**config.mk**
```make
export PLATFORM = sky130hd
export DESIGN_NAME = x86_io_instruction_decoder_top
export DESIGN_NICKNAME = d
export VERILOG_FILES = /design/src/design/xiod_pkg.sv /design/src/design/xiod_decode.sv /design/src/design/x86_io_instruction_decoder_top.sv
export SDC_FILE = /design/constraint.sdc
export NUM_CORES = 1
export LEC_CHECK = 0
export BUFFER_PORTS_ARGS = -buffer_cell sky130_fd_sc_hd__buf_2
export CORE_MARGIN = 10
export CORE_UTILIZATION = 49
export CTS_CLUSTER_DIAMETER = 100
export DETAILED_ROUTE_END_ITERATION = 10
export PLACE_DENSITY = 0.76
export SLEW_MARGIN = 20
export SYNTH_ARGS = -nofsm -noshare
export SYNTH_HDL_FRONTEND = slang
export SYNTH_SLANG_ARGS = --single-unit
```
**constraint.sdc**
```tcl
create_clock -name clk -period 3 [get_ports clk]
set_input_delay 0.15 -clock clk [delete_from_list [all_inputs] [get_ports clk]]
set_output_delay 0.15 -clock clk [all_outputs]
set_load 0.02 [all_outputs]
```
**src/design/xiod_pkg.sv**
```systemverilog
// shared types and constants for the x86 i/o instruction decoder
`default_nettype none

package xiod_pkg;

    // longest instruction accepted, in bytes
    localparam int MAX_LENGTH = 15;

    // decode phases
    localparam logic [1:0] PH_PREFIX = 2'd0;
    localparam logic [1:0] PH_SECOND = 2'd1;
    localparam logic [1:0] PH_IMM    = 2'd2;
    localparam logic [1:0] PH_DONE   = 2'd3;

    // status codes
    localparam logic [1:0] ST_OK    = 2'd0;
    localparam logic [1:0] ST_UNSUP = 2'd1;
    localparam logic [1:0] ST_LONG  = 2'd2;

    // prefix and opcode bytes
    localparam logic [7:0] PFX_ES      = 8'h26;
    localparam logic [7:0] PFX_CS      = 8'h2E;
    localparam logic [7:0] PFX_SS      = 8'h36;
    localparam logic [7:0] PFX_DS      = 8'h3E;
    localparam logic [7:0] PFX_FS      = 8'h64;
    localparam logic [7:0] PFX_GS      = 8'h65;
    localparam logic [7:0] PFX_LOCK    = 8'hF0;
    localparam logic [7:0] PFX_OPSIZE  = 8'h66;
    localparam logic [7:0] PFX_ADSIZE  = 8'h67;
    localparam logic [7:0] PFX_REPNE   = 8'hF2;
    localparam logic [7:0] PFX_REP     = 8'hF3;
    localparam logic [7:0] OP_TWO_BYTE = 8'h0F;
    localparam logic [7:0] OP_IN_IB    = 8'hE4;
    localparam logic [7:0] OP_IN_IV    = 8'hE5;
    localparam logic [7:0] OP_OUT_IB   = 8'hE6;
    localparam logic [7:0] OP_OUT_IV   = 8'hE7;
    localparam logic [7:0] OP_IN_DB    = 8'hEC;
    localparam logic [7:0] OP_IN_DV    = 8'hED;
    localparam logic [7:0] OP_OUT_DB   = 8'hEE;
    localparam logic [7:0] OP_OUT_DV   = 8'hEF;
    localparam logic [3:0] REX_HIGH    = 4'h4;
    localparam int         REX_W_BIT   = 3;

    // per-instruction decode state
    typedef struct packed {
        logic [1:0] phase;
        logic       rex_seen;
        logic       data16;
        logic       addr32;
        logic       rep;
        logic [3:0] count;
        logic [1:0] op_lo;
    } dec_state_t;

    localparam dec_state_t DEC_CLEAR = '{
        phase: PH_PREFIX, rex_seen: 1'b0, data16: 1'b0, addr32: 1'b0,
        rep: 1'b0, count: 4'd0, op_lo: 2'd0};

    // result of one decode step
    typedef struct packed {
        logic        valid;
        logic [31:0] exit_info;
        logic [3:0]  len;
        logic [1:0]  status;
    } dec_result_t;

endpackage

`default_nettype wire

```
**src/design/xiod_decode.sv**
```systemverilog
// combinational decode of one instruction byte against the current state
`default_nettype none

module xiod_decode (
    input  wire xiod_pkg::dec_state_t  state,
    input  wire logic [7:0]            instr_byte,
    input  wire logic                  first_byte,
    input  wire logic [15:0]           dx_port,
    output xiod_pkg::dec_state_t       state_next,
    output xiod_pkg::dec_result_t      result
);
    import xiod_pkg::*;

    dec_state_t  cur;
    logic [4:0]  n;

    // pack the i/o exit-info word
    function automatic logic [31:0] io_word(input logic [1:0] op, input logic data16,
                                            input logic addr32, input logic rep,
                                            input logic [15:0] port);
        logic [31:0] w;
        w = '0;
        w[0] = ~op[1];
        if (!op[0])
        begin
            w[4] = 1'b1;
        end
        else if (data16)
        begin
            w[5] = 1'b1;
        end
        else
        begin
            w[6] = 1'b1;
        end
        if (addr32)
        begin
            w[8] = 1'b1;
        end
        else
        begin
            w[9] = 1'b1;
        end
        w[3] = rep;
        w[31:16] = port;
        return w;
    endfunction

    assign cur = first_byte ? DEC_CLEAR : state;
    assign n   = {1'b0, cur.count} + 5'd1;

    // one step of the prefix / opcode decoder
    always_comb
    begin
        state_next = cur;
        result     = '0;
        if (cur.phase != PH_DONE)
        begin
            if (n > 5'(MAX_LENGTH))
            begin
                result           = '{valid: 1'b1, exit_info: 32'd0,
                                     len: 4'(MAX_LENGTH), status: ST_LONG};
                state_next.phase = PH_DONE;
            end
            else
            begin
                state_next.count = n[3:0];
                case (cur.phase)
                    PH_SECOND:
                    begin
                        result           = '{valid: 1'b1, exit_info: 32'd0,
                                             len: n[3:0], status: ST_UNSUP};
                        state_next.phase = PH_DONE;
                    end
                    PH_IMM:
                    begin
                        result = '{valid: 1'b1,
                                   exit_info: io_word(cur.op_lo, cur.data16, cur.addr32,
                                                      cur.rep, {8'h00, instr_byte}),
                                   len: n[3:0], status: ST_OK};
                        state_next.phase = PH_DONE;
                    end
                    default:
                    begin
                        if (instr_byte[7:4] == REX_HIGH)
                        begin
                            state_next.rex_seen = 1'b1;
                            if (instr_byte[REX_W_BIT])
                            begin
                                state_next.data16 = 1'b0;
                            end
                        end
                        else
                        begin
                            case (instr_byte)
                                PFX_ES, PFX_CS, PFX_SS, PFX_DS, PFX_FS, PFX_GS, PFX_LOCK:
                                begin
                                end
                                PFX_OPSIZE:
                                begin
                                    if (!cur.rex_seen)
                                    begin
                                        state_next.data16 = 1'b1;
                                    end
                                end
                                PFX_ADSIZE:
                                begin
                                    state_next.addr32 = 1'b1;
                                end
                                PFX_REPNE, PFX_REP:
                                begin
                                    state_next.rep = 1'b1;
                                end
                                OP_TWO_BYTE:
                                begin
                                    state_next.phase = PH_SECOND;
                                end
                                OP_IN_IB, OP_IN_IV, OP_OUT_IB, OP_OUT_IV:
                                begin
                                    state_next.op_lo = instr_byte[1:0];
                                    state_next.phase = PH_IMM;
                                end
                                OP_IN_DB, OP_IN_DV, OP_OUT_DB, OP_OUT_DV:
                                begin
                                    result = '{valid: 1'b1,
                                               exit_info: io_word(instr_byte[1:0],
                                                                  cur.data16, cur.addr32,
                                                                  cur.rep, dx_port),
                                               len: n[3:0], status: ST_OK};
                                    state_next.op_lo = instr_byte[1:0];
                                    state_next.phase = PH_DONE;
                                end
                                default:
                                begin
                                    result           = '{valid: 1'b1, exit_info: 32'd0,
                                                         len: n[3:0], status: ST_UNSUP};
                                    state_next.op_lo = instr_byte[1:0];
                                    state_next.phase = PH_DONE;
                                end
                            endcase
                        end
                    end
                endcase
            end
        end
    end

endmodule

`default_nettype wire

```
**src/design/x86_io_instruction_decoder_top.sv**
```systemverilog
// x86 64-bit-mode prefix and i/o instruction decoder, top level
//
// Input channel (in_valid / in_ready): one instruction byte per word, with
// first_byte marking the start of an instruction and dx_port carrying DX.
// Output channel (out_valid / out_ready): one word per finished instruction:
// exit_info, instr_length and status (decoded, unsupported or too long).
// Prefix bytes, the 0F escape byte and the opcode byte of an immediate form give no output word;
// bytes after a finished instruction are dropped until the next first_byte.
// A word is captured in the input register at acceptance; the decode runs
// in the following cycle and its result is registered in the result
// register when that register is free or draining. One byte is taken
// every cycle while the output side keeps up; the rate is set by the single
// decode step between the input and result registers.
// Reset empties both registers and returns the decoder to the prefix phase;
// the first byte after reset starts an instruction even without first_byte.
// When the receiver stalls, the result register holds its word; the input
// register takes one more byte only if it is empty, and in_ready stays low
// while both registers are full and the stall lasts.
`default_nettype none

module x86_io_instruction_decoder_top (
    input  wire logic        clk,
    input  wire logic        rst_n,
    input  wire logic        in_valid,
    output logic             in_ready,
    input  wire logic [7:0]  instr_byte,
    input  wire logic        first_byte,
    input  wire logic [15:0] dx_port,
    output logic             out_valid,
    input  wire logic        out_ready,
    output logic [31:0]      exit_info,
    output logic [3:0]       instr_length,
    output logic [1:0]       status
);
    import xiod_pkg::*;

    logic        s1_valid_reg;
    logic        s1_valid_next;
    logic [7:0]  s1_byte_reg;
    logic        s1_first_reg;
    logic [15:0] s1_dx_reg;
    dec_state_t  state_reg;
    dec_state_t  state_next;
    dec_result_t res;
    logic        out_valid_reg;
    logic        out_valid_next;
    logic [31:0] exit_info_reg;
    logic [3:0]  len_reg;
    logic [1:0]  status_reg;
    logic        advance;

    // stage one moves on when the result register is free or draining
    assign advance  = !out_valid_reg || out_ready;
    assign in_ready = !s1_valid_reg || advance;

    // input register
    assign s1_valid_next = in_ready ? in_valid : s1_valid_reg;

    always_ff @(posedge clk or negedge rst_n)
    begin
        if (!rst_n)
        begin
            s1_valid_reg <= 1'b0;
        end
        else
        begin
            s1_valid_reg <= s1_valid_next;
        end
    end

    always_ff @(posedge clk)
    begin
        if (in_valid && in_ready)
        begin
            s1_byte_reg  <= instr_byte;
            s1_first_reg <= first_byte;
            s1_dx_reg    <= dx_port;
        end
    end

    // decode step
    xiod_decode u_decode (
        .state      (state_reg),
        .instr_byte (s1_byte_reg),
        .first_byte (s1_first_reg),
        .dx_port    (s1_dx_reg),
        .state_next (state_next),
        .result     (res)
    );

    // decode state
    always_ff @(posedge clk or negedge rst_n)
    begin
        if (!rst_n)
        begin
            state_reg <= DEC_CLEAR;
        end
        else if (s1_valid_reg && advance)
        begin
            state_reg <= state_next;
        end
    end

    // result register
    assign out_valid_next = advance ? (s1_valid_reg && res.valid) : out_valid_reg;

    always_ff @(posedge clk or negedge rst_n)
    begin
        if (!rst_n)
        begin
            out_valid_reg <= 1'b0;
        end
        else
        begin
            out_valid_reg <= out_valid_next;
        end
    end

    always_ff @(posedge clk)
    begin
        if (advance && s1_valid_reg && res.valid)
        begin
            exit_info_reg <= res.exit_info;
            len_reg       <= res.len;
            status_reg    <= res.status;
        end
    end

    assign out_valid    = out_valid_reg;
    assign exit_info    = exit_info_reg;
    assign instr_length = len_reg;
    assign status       = status_reg;

    // checks on decoder results and flow control
    a_status_code: assert property (@(posedge clk) disable iff (!rst_n)
        out_valid |-> (status == ST_OK || status == ST_UNSUP || status == ST_LONG))
        else $error("status code out of range");

    a_fail_zero_info: assert property (@(posedge clk) disable iff (!rst_n)
        (out_valid && status != ST_OK) |-> (exit_info == 32'd0))
        else $error("exit info not zero on failed decode");

    a_ok_sizes: assert property (@(posedge clk) disable iff (!rst_n)
        (out_valid && status == ST_OK) |-> ($onehot(exit_info[6:4]) && $onehot(exit_info[9:7])))
        else $error("data or address size not one-hot");

    a_ok_length: assert property (@(posedge clk) disable iff (!rst_n)
        out_valid |-> (instr_length != 4'd0))
        else $error("zero instruction length");

    a_stall_blocks: assert property (@(posedge clk) disable iff (!rst_n)
        (s1_valid_reg && out_valid_reg && !out_ready) |-> !in_ready)
        else $error("input taken while both stages are full");

endmodule

`default_nettype wire
```
; ---- Yosys cells after proc, flatten, opt, wreduce, memory -nomap -nowiden
; Index checks and enable logic that the tools add are counted.
[totals]
inputBits = 29
ff_bits = 77
word_cells = 93
out_inout_bits = 40
[op_classes]
reduce_logical = 16
n_mux = 32
add_sub_neg = 1
eq_ne = 24
bitwise = 3
order_cmp = 1
[ops]
columns = cell, count
row1 = 39-bit case mux with 2 select lines, 2
row2 = 39-bit two-way mux, 3
row3 = 8-bit equality test (second input constant), 11
row4 = 8-bit by 6-bit equality test with 1-bit output (second input constant), 4
row5 = 8-bit by 7-bit equality test with 1-bit output (second input constant), 4
row6 = 12-bit two-way mux, 2
row7 = 2-bit two-way mux, 9
row8 = 16-bit OR reduction, 1
row9 = 1-bit two-way mux, 13
row10 = 12-bit OR reduction, 1
row11 = 11-bit OR reduction, 1
row12 = 10-bit two-way mux, 1
row13 = 8-bit by 4-bit equality test with 1-bit output (second input constant), 1
row14 = 4-bit OR reduction, 2
row15 = 2-bit case mux with 3 select lines, 1
row16 = 2-bit OR reduction, 3
row17 = 4-bit by 1-bit adder with 5-bit output (second input constant), 1
row18 = 5-bit by 4-bit > comparator with 1-bit output (second input constant), 1
row19 = 4-bit by 3-bit equality test with 1-bit output (second input constant), 1
row20 = 1-bit logical AND, 4
row21 = 4-bit two-way mux, 1
row22 = 1-bit inverter, 3
row23 = 2-bit by 1-bit equality test with 1-bit output (second input constant), 1
row24 = 2-bit equality test (second input constant), 1
row25 = other kinds (3), 5

; ---- Logic depth before layout (Yosys ltp)
[depth]
word_depth = 9
depth_mapped = 10
ltp_nobuf = 9

; ---- Hierarchy
; From an unflattened synthesis, not the netlist that was laid out.
[hier_totals]
hier_cells = 258
area_unflattened_um2 = 3523.4
[modules_own_cells]
columns = module, seq_area_each_um2, cells_each, n_inst, area_each_um2
row1 = x86_io_instruction_decoder_top, 2242.2, 99, 1, 2496.1
row2 = xiod_decode, 0.0, 159, 1, 1027.2

; ---- Worst setup path before layout
; No wires, ideal clock.
[synth_path]
path_type = reg-to-reg
from = register s1_first_reg
to = register exit_info_reg[0] (netlist: exit_info[0]), enable pin
setup_slack_ns = -0.249
setup_ns = 0.415
path_buffers = 1
arrival_time_ns = 2.834
stages_incl_launch_ff = 9
path_cell_list = edfxtp_1 -> clkbuf_1 -> nor2b_1 -> ha_1 -> xor2_1 -> nand4b_1 -> nand3_1 -> o21ai_0 -> nor2_1
[synth_between]
elab_chain_len = 6
[synth_lines]
columns = element, line_no
row1 = from (decl), x86_io_instruction_decoder_top.sv:40  ; logic s1_first_reg;
row2 = from (signal assigned), x86_io_instruction_decoder_top.sv:76  ; s1_first_reg <= first_byte;
row3 = 12-bit two-way mux (*), xiod_decode.sv:49  ; assign cur = first_byte ? DEC_CLEAR : state;
row4 = 4-bit by 1-bit adder with 5-bit output (tied with other cells), xiod_decode.sv:50  ; assign n = {1'b0, cur.count} + 5'd1;
row5 = 5-bit by 4-bit > comparator with 1-bit output / 39-bit case mux with 2 select lines (equally long branches), "xiod_decode.sv:59, xiod_decode.sv:68"
row6 = 39-bit two-way mux, xiod_decode.sv:59  ; if (n > 5'(MAX_LENGTH))
row7 = 39-bit two-way mux (*), xiod_decode.sv:57  ; if (cur.phase != PH_DONE)
row8 = 1-bit logical AND (*), x86_io_instruction_decoder_top.sv:121  ; if (advance && s1_valid_reg && res.valid)
row9 = to (signal assigned), x86_io_instruction_decoder_top.sv:123  ; exit_info_reg <= res.exit_info;
row10 = to (decl), x86_io_instruction_decoder_top.sv:47  ; logic [31:0] exit_info_reg;
; Mark *: on every way between the ends. The rest lies on a longest branch, timed or not.
; A chain may end at the register's enable or synchronous reset.

; ---- Worst setup path after layout
[layout_path]
from = register s1_first_reg
to = register exit_info_reg[6] (netlist: exit_info[6]), enable pin
; Same word-level chain as after synthesis.

==> results.tsv <==
stage	metric	value	unit
outcome	status	completed	
power_and_ir_drop	Total Power	2.82	mW
global_routing	vias in the first global route	2418	
power_and_ir_drop	leakage	1.68	nW
logic_synthesis	Post-Syn Instances	251	
floorplan	Die Y	100	µm
detailed_routing	routed len/inst	17.5	µm
timing	Max Transition Viols Final	0	
worst_setup_path	R2R cell count	10	
power_and_ir_drop	worst vdd ir	0.000424	V
global_routing	gr usage total	15.1	%
floorplan	Initial Utilization	50.1	%
timing	WHS	0.000663	ns
run	number of max-cap violations	0	
logic_synthesis	post-synthesis cell type count	52	
cts	CTS tree	yes	
cts	latest clock arrival within the worst-skew pair	0.34	ns
worst_setup_path	crit path launch type	register	
timing	slew of the pin with the lowest slew margin	0.618	ns
timing	setup TNS	0	ns
cts	total CTS buffers	9	
cts	clock buffer depth	2	
worst_setup_path	r2r startpoint	s1_first_reg	
worst_setup_path	CP peak stage delay	0.38	ns
cts	H-tree depth	3	
cells_and_area	max FFs per register	23	
worst_setup_path	CP Launch Point	s1_first_reg	
detailed_routing	DR DRC count	0	
place	GP Congestion	0.851	
cts	Clock transition at path regs	0.08	ns
cts	CTS Root Cell	clkbuf_8	
worst_setup_path	Levels on crit path	10	
detailed_routing	DR vias/cell	5.39	
logic_synthesis	Async SR Flop Fraction	20.6	%
global_routing	gr ovfl total	0	
min_path	Hold Path Class	in -> reg	
logic_synthesis	yosys warns	0	
place	PortBufs	59	
worst_setup_path	Worst EP required	3.03	ns
worst_setup_path	Worst R2R End	exit_info[6]	
cts	post-CTS setup buffer count	0	
worst_setup_path	Reg2Reg Setup Slack	0.45	ns
logic_synthesis	top_reg_cell synth	edfxtp_1	
worst_setup_path	CP max stage cell	edfxtp_1	
cts	clock sink total	68	
cells_and_area	share of layout cells above drive strength 1	27.6	%
timing	fin crit period	2.55	ns
cells_and_area	Layout area overhead	25.9	%
worst_setup_path	crit-path max FO	16	
logic_synthesis	Mapped Area	0.00316	mm²
worst_setup_path	critical path's most frequent cell	inv_1	
floorplan	Site Rows	29	
floorplan	I/O pin cnt	69	
worst_setup_path	CP bufs+invs	3	
logic_synthesis	Post-synth EDFFs	54	
timing	relative slew slack	58.8	%
detailed_routing	final wirelength	7.45	mm
logic_synthesis	Seq/Total Area, Yosys	62.4	%
floorplan	Die X	100	µm
global_routing	largest net degree at the start of global routing	26	
worst_setup_path	crit path kind	reg -> reg	
cells_and_area	NumNets Final	377	
timing	RSZ-0062 raised after global routing	no	
detailed_routing	drt first pass iters	4	
power_and_ir_drop	P per Cell Area	709	mW/mm²
cells_and_area	Finished Cell Area	0.00398	mm²
floorplan	Core Footprint	0.00631	mm²
global_routing	initial antenna violation count	0	
timing	Post-Route Skew	0.00766	ns
detailed_routing	DRT iter0 DRCs	145	
floorplan	die area	0.0101	mm²
global_routing	global-route wire length before repair	12.0	mm
logic_synthesis	mean area per synthesized cell	12.6	µm²
timing	fmax	393	MHz
detailed_routing	DRT antenna net count	0	
cells_and_area	commonest non-fill, non-tap cell in the layout	buf_2	
detailed_routing	DR vias	2290	
worst_setup_path	CP top delay family	simple AND/OR/NAND/NOR gates	
timing	Final Cycle Share	84.9	%
place	DPL Wire Length	4.79	mm
worst_setup_path	crit path to	exit_info[6]	
logic_synthesis	synthesized flop and latch total	68	
worst_setup_path	CP Cell Sequence	inv_1, nand2_1, inv_1, ha_1, xor2_1, nand4b_1, nand3_1, o21ai_0, nor2_2, buf_4	
timing	Final setup viols	0	
worst_setup_path	Arrival @ worst endpoint	2.58	ns
cells_and_area	commonest cells after routing, fill and taps aside	59 x buf_2, 54 x edfxtp_1, 26 x dlygate4sd3_1	
place	Post-DP Area	0.00351	mm²
worst_setup_path	Worst setup EP type	register	
timing	final-report hold violation count	0	
cells_and_area	antenna fix cells	0	
## area by class of cell
cell class | count | area [µm²]
clock buffer | 11 | 151
clock inverter | 5 | 58.8
fill | 495 | 2330
inverter | 8 | 30.0
multi-input combinational | 164 | 1060
sequential | 68 | 1970
tap | 77 | 96.3
timing repair buffer | 92 | 608
## power breakdown
group          internal, mW  switching [mW]  total (mW)
registers              1.22           0.100        1.32
logic                 0.265           0.461       0.725
clock network         0.430           0.348       0.778
total                  1.91           0.909        2.82
## cell usage after synthesis, types with 2 or more instances
cell | instances | area (µm²)
mux2i_1 | 3 | 30.0
and3_1 | 9 | 56.3
xor2_1 | 2 | 17.5
nor2_1 | 23 | 86.3
and4bb_2 | 2 | 25.0
nand4b_1 | 3 | 26.3
nor2b_1 | 3 | 18.8
nand2b_1 | 6 | 37.5
nand3_1 | 8 | 40.0
nand2_1 | 19 | 71.3
a22oi_1 | 8 | 60.1
nor3_1 | 4 | 20.0
buf_6 | 3 | 33.8
o22ai_1 | 3 | 18.8
nor4_2 | 2 | 25.0
clkbuf_1 | 6 | 22.5
dfrtp_1 | 14 | 350
inv_1 | 8 | 30.0
and4b_1 | 2 | 20.0
a32o_1 | 4 | 40.0
edfxtp_1 | 54 | 1620
o21ai_0 | 8 | 40.0
buf_4 | 9 | 67.6
nor3b_1 | 3 | 22.5
and2_1 | 3 | 18.8
ha_1 | 5 | 62.6
a21oi_1 | 12 | 60.1
## cell families (layout without fill, tap and decap cells)
group	Yosys count	in the layout	share of synthesized area, %
simple gates	100	100	18.7
xor+xnor	3	3	0.832
other cells	1	9	0.119
fa+ha+maj	5	5	1.98
compound gates	44	44	10.0
flops	68	68	62.4
mux	3	3	0.950
buf+inv	27	116	5.03
## metal layers
metal  share of wire [%]  wire length (µm)  track usage, %  vias up
met5                   0                 0               0        -
met4                0.71                53            4.78        0
met3                 7.7               575            5.77        7
met2                  52              3840            25.4       80
met1                  40              2980            17.3     1101
li1                    -                 -               -     1102
## how the worst min path moves through the flow
stage                   from      endpoint  slack, ns  depth (start not counted)
floorplan              rst_n     out_valid      -0.15                          0
global placement       rst_n  s1_valid_reg       0.07                          1
detailed placement     rst_n  s1_valid_reg       0.07                          1
CTS                 in_valid  s1_valid_reg      0.004                          2
global route        in_valid  s1_valid_reg      0.009                          2
finish              in_valid  s1_valid_reg     0.0007                          2
## through the flow
stage                     instances  setup WS (ns)  util, %
after floorplan                 259          0.214        -
after global placement          383          0.682     55.6
after detailed placement        383          0.558     55.6
after CTS                       425          0.508     63.0
after global routing            425          0.260     63.0
final                           425          0.454     63.0
## what timing repair did
action | 4_1_cts | 5_1_grt
endpoints found under the hold margin | 39 | 0
resized for setup | 0 | 0
hold buffers | 26 | 0
(Power assumes the default switching activity.)
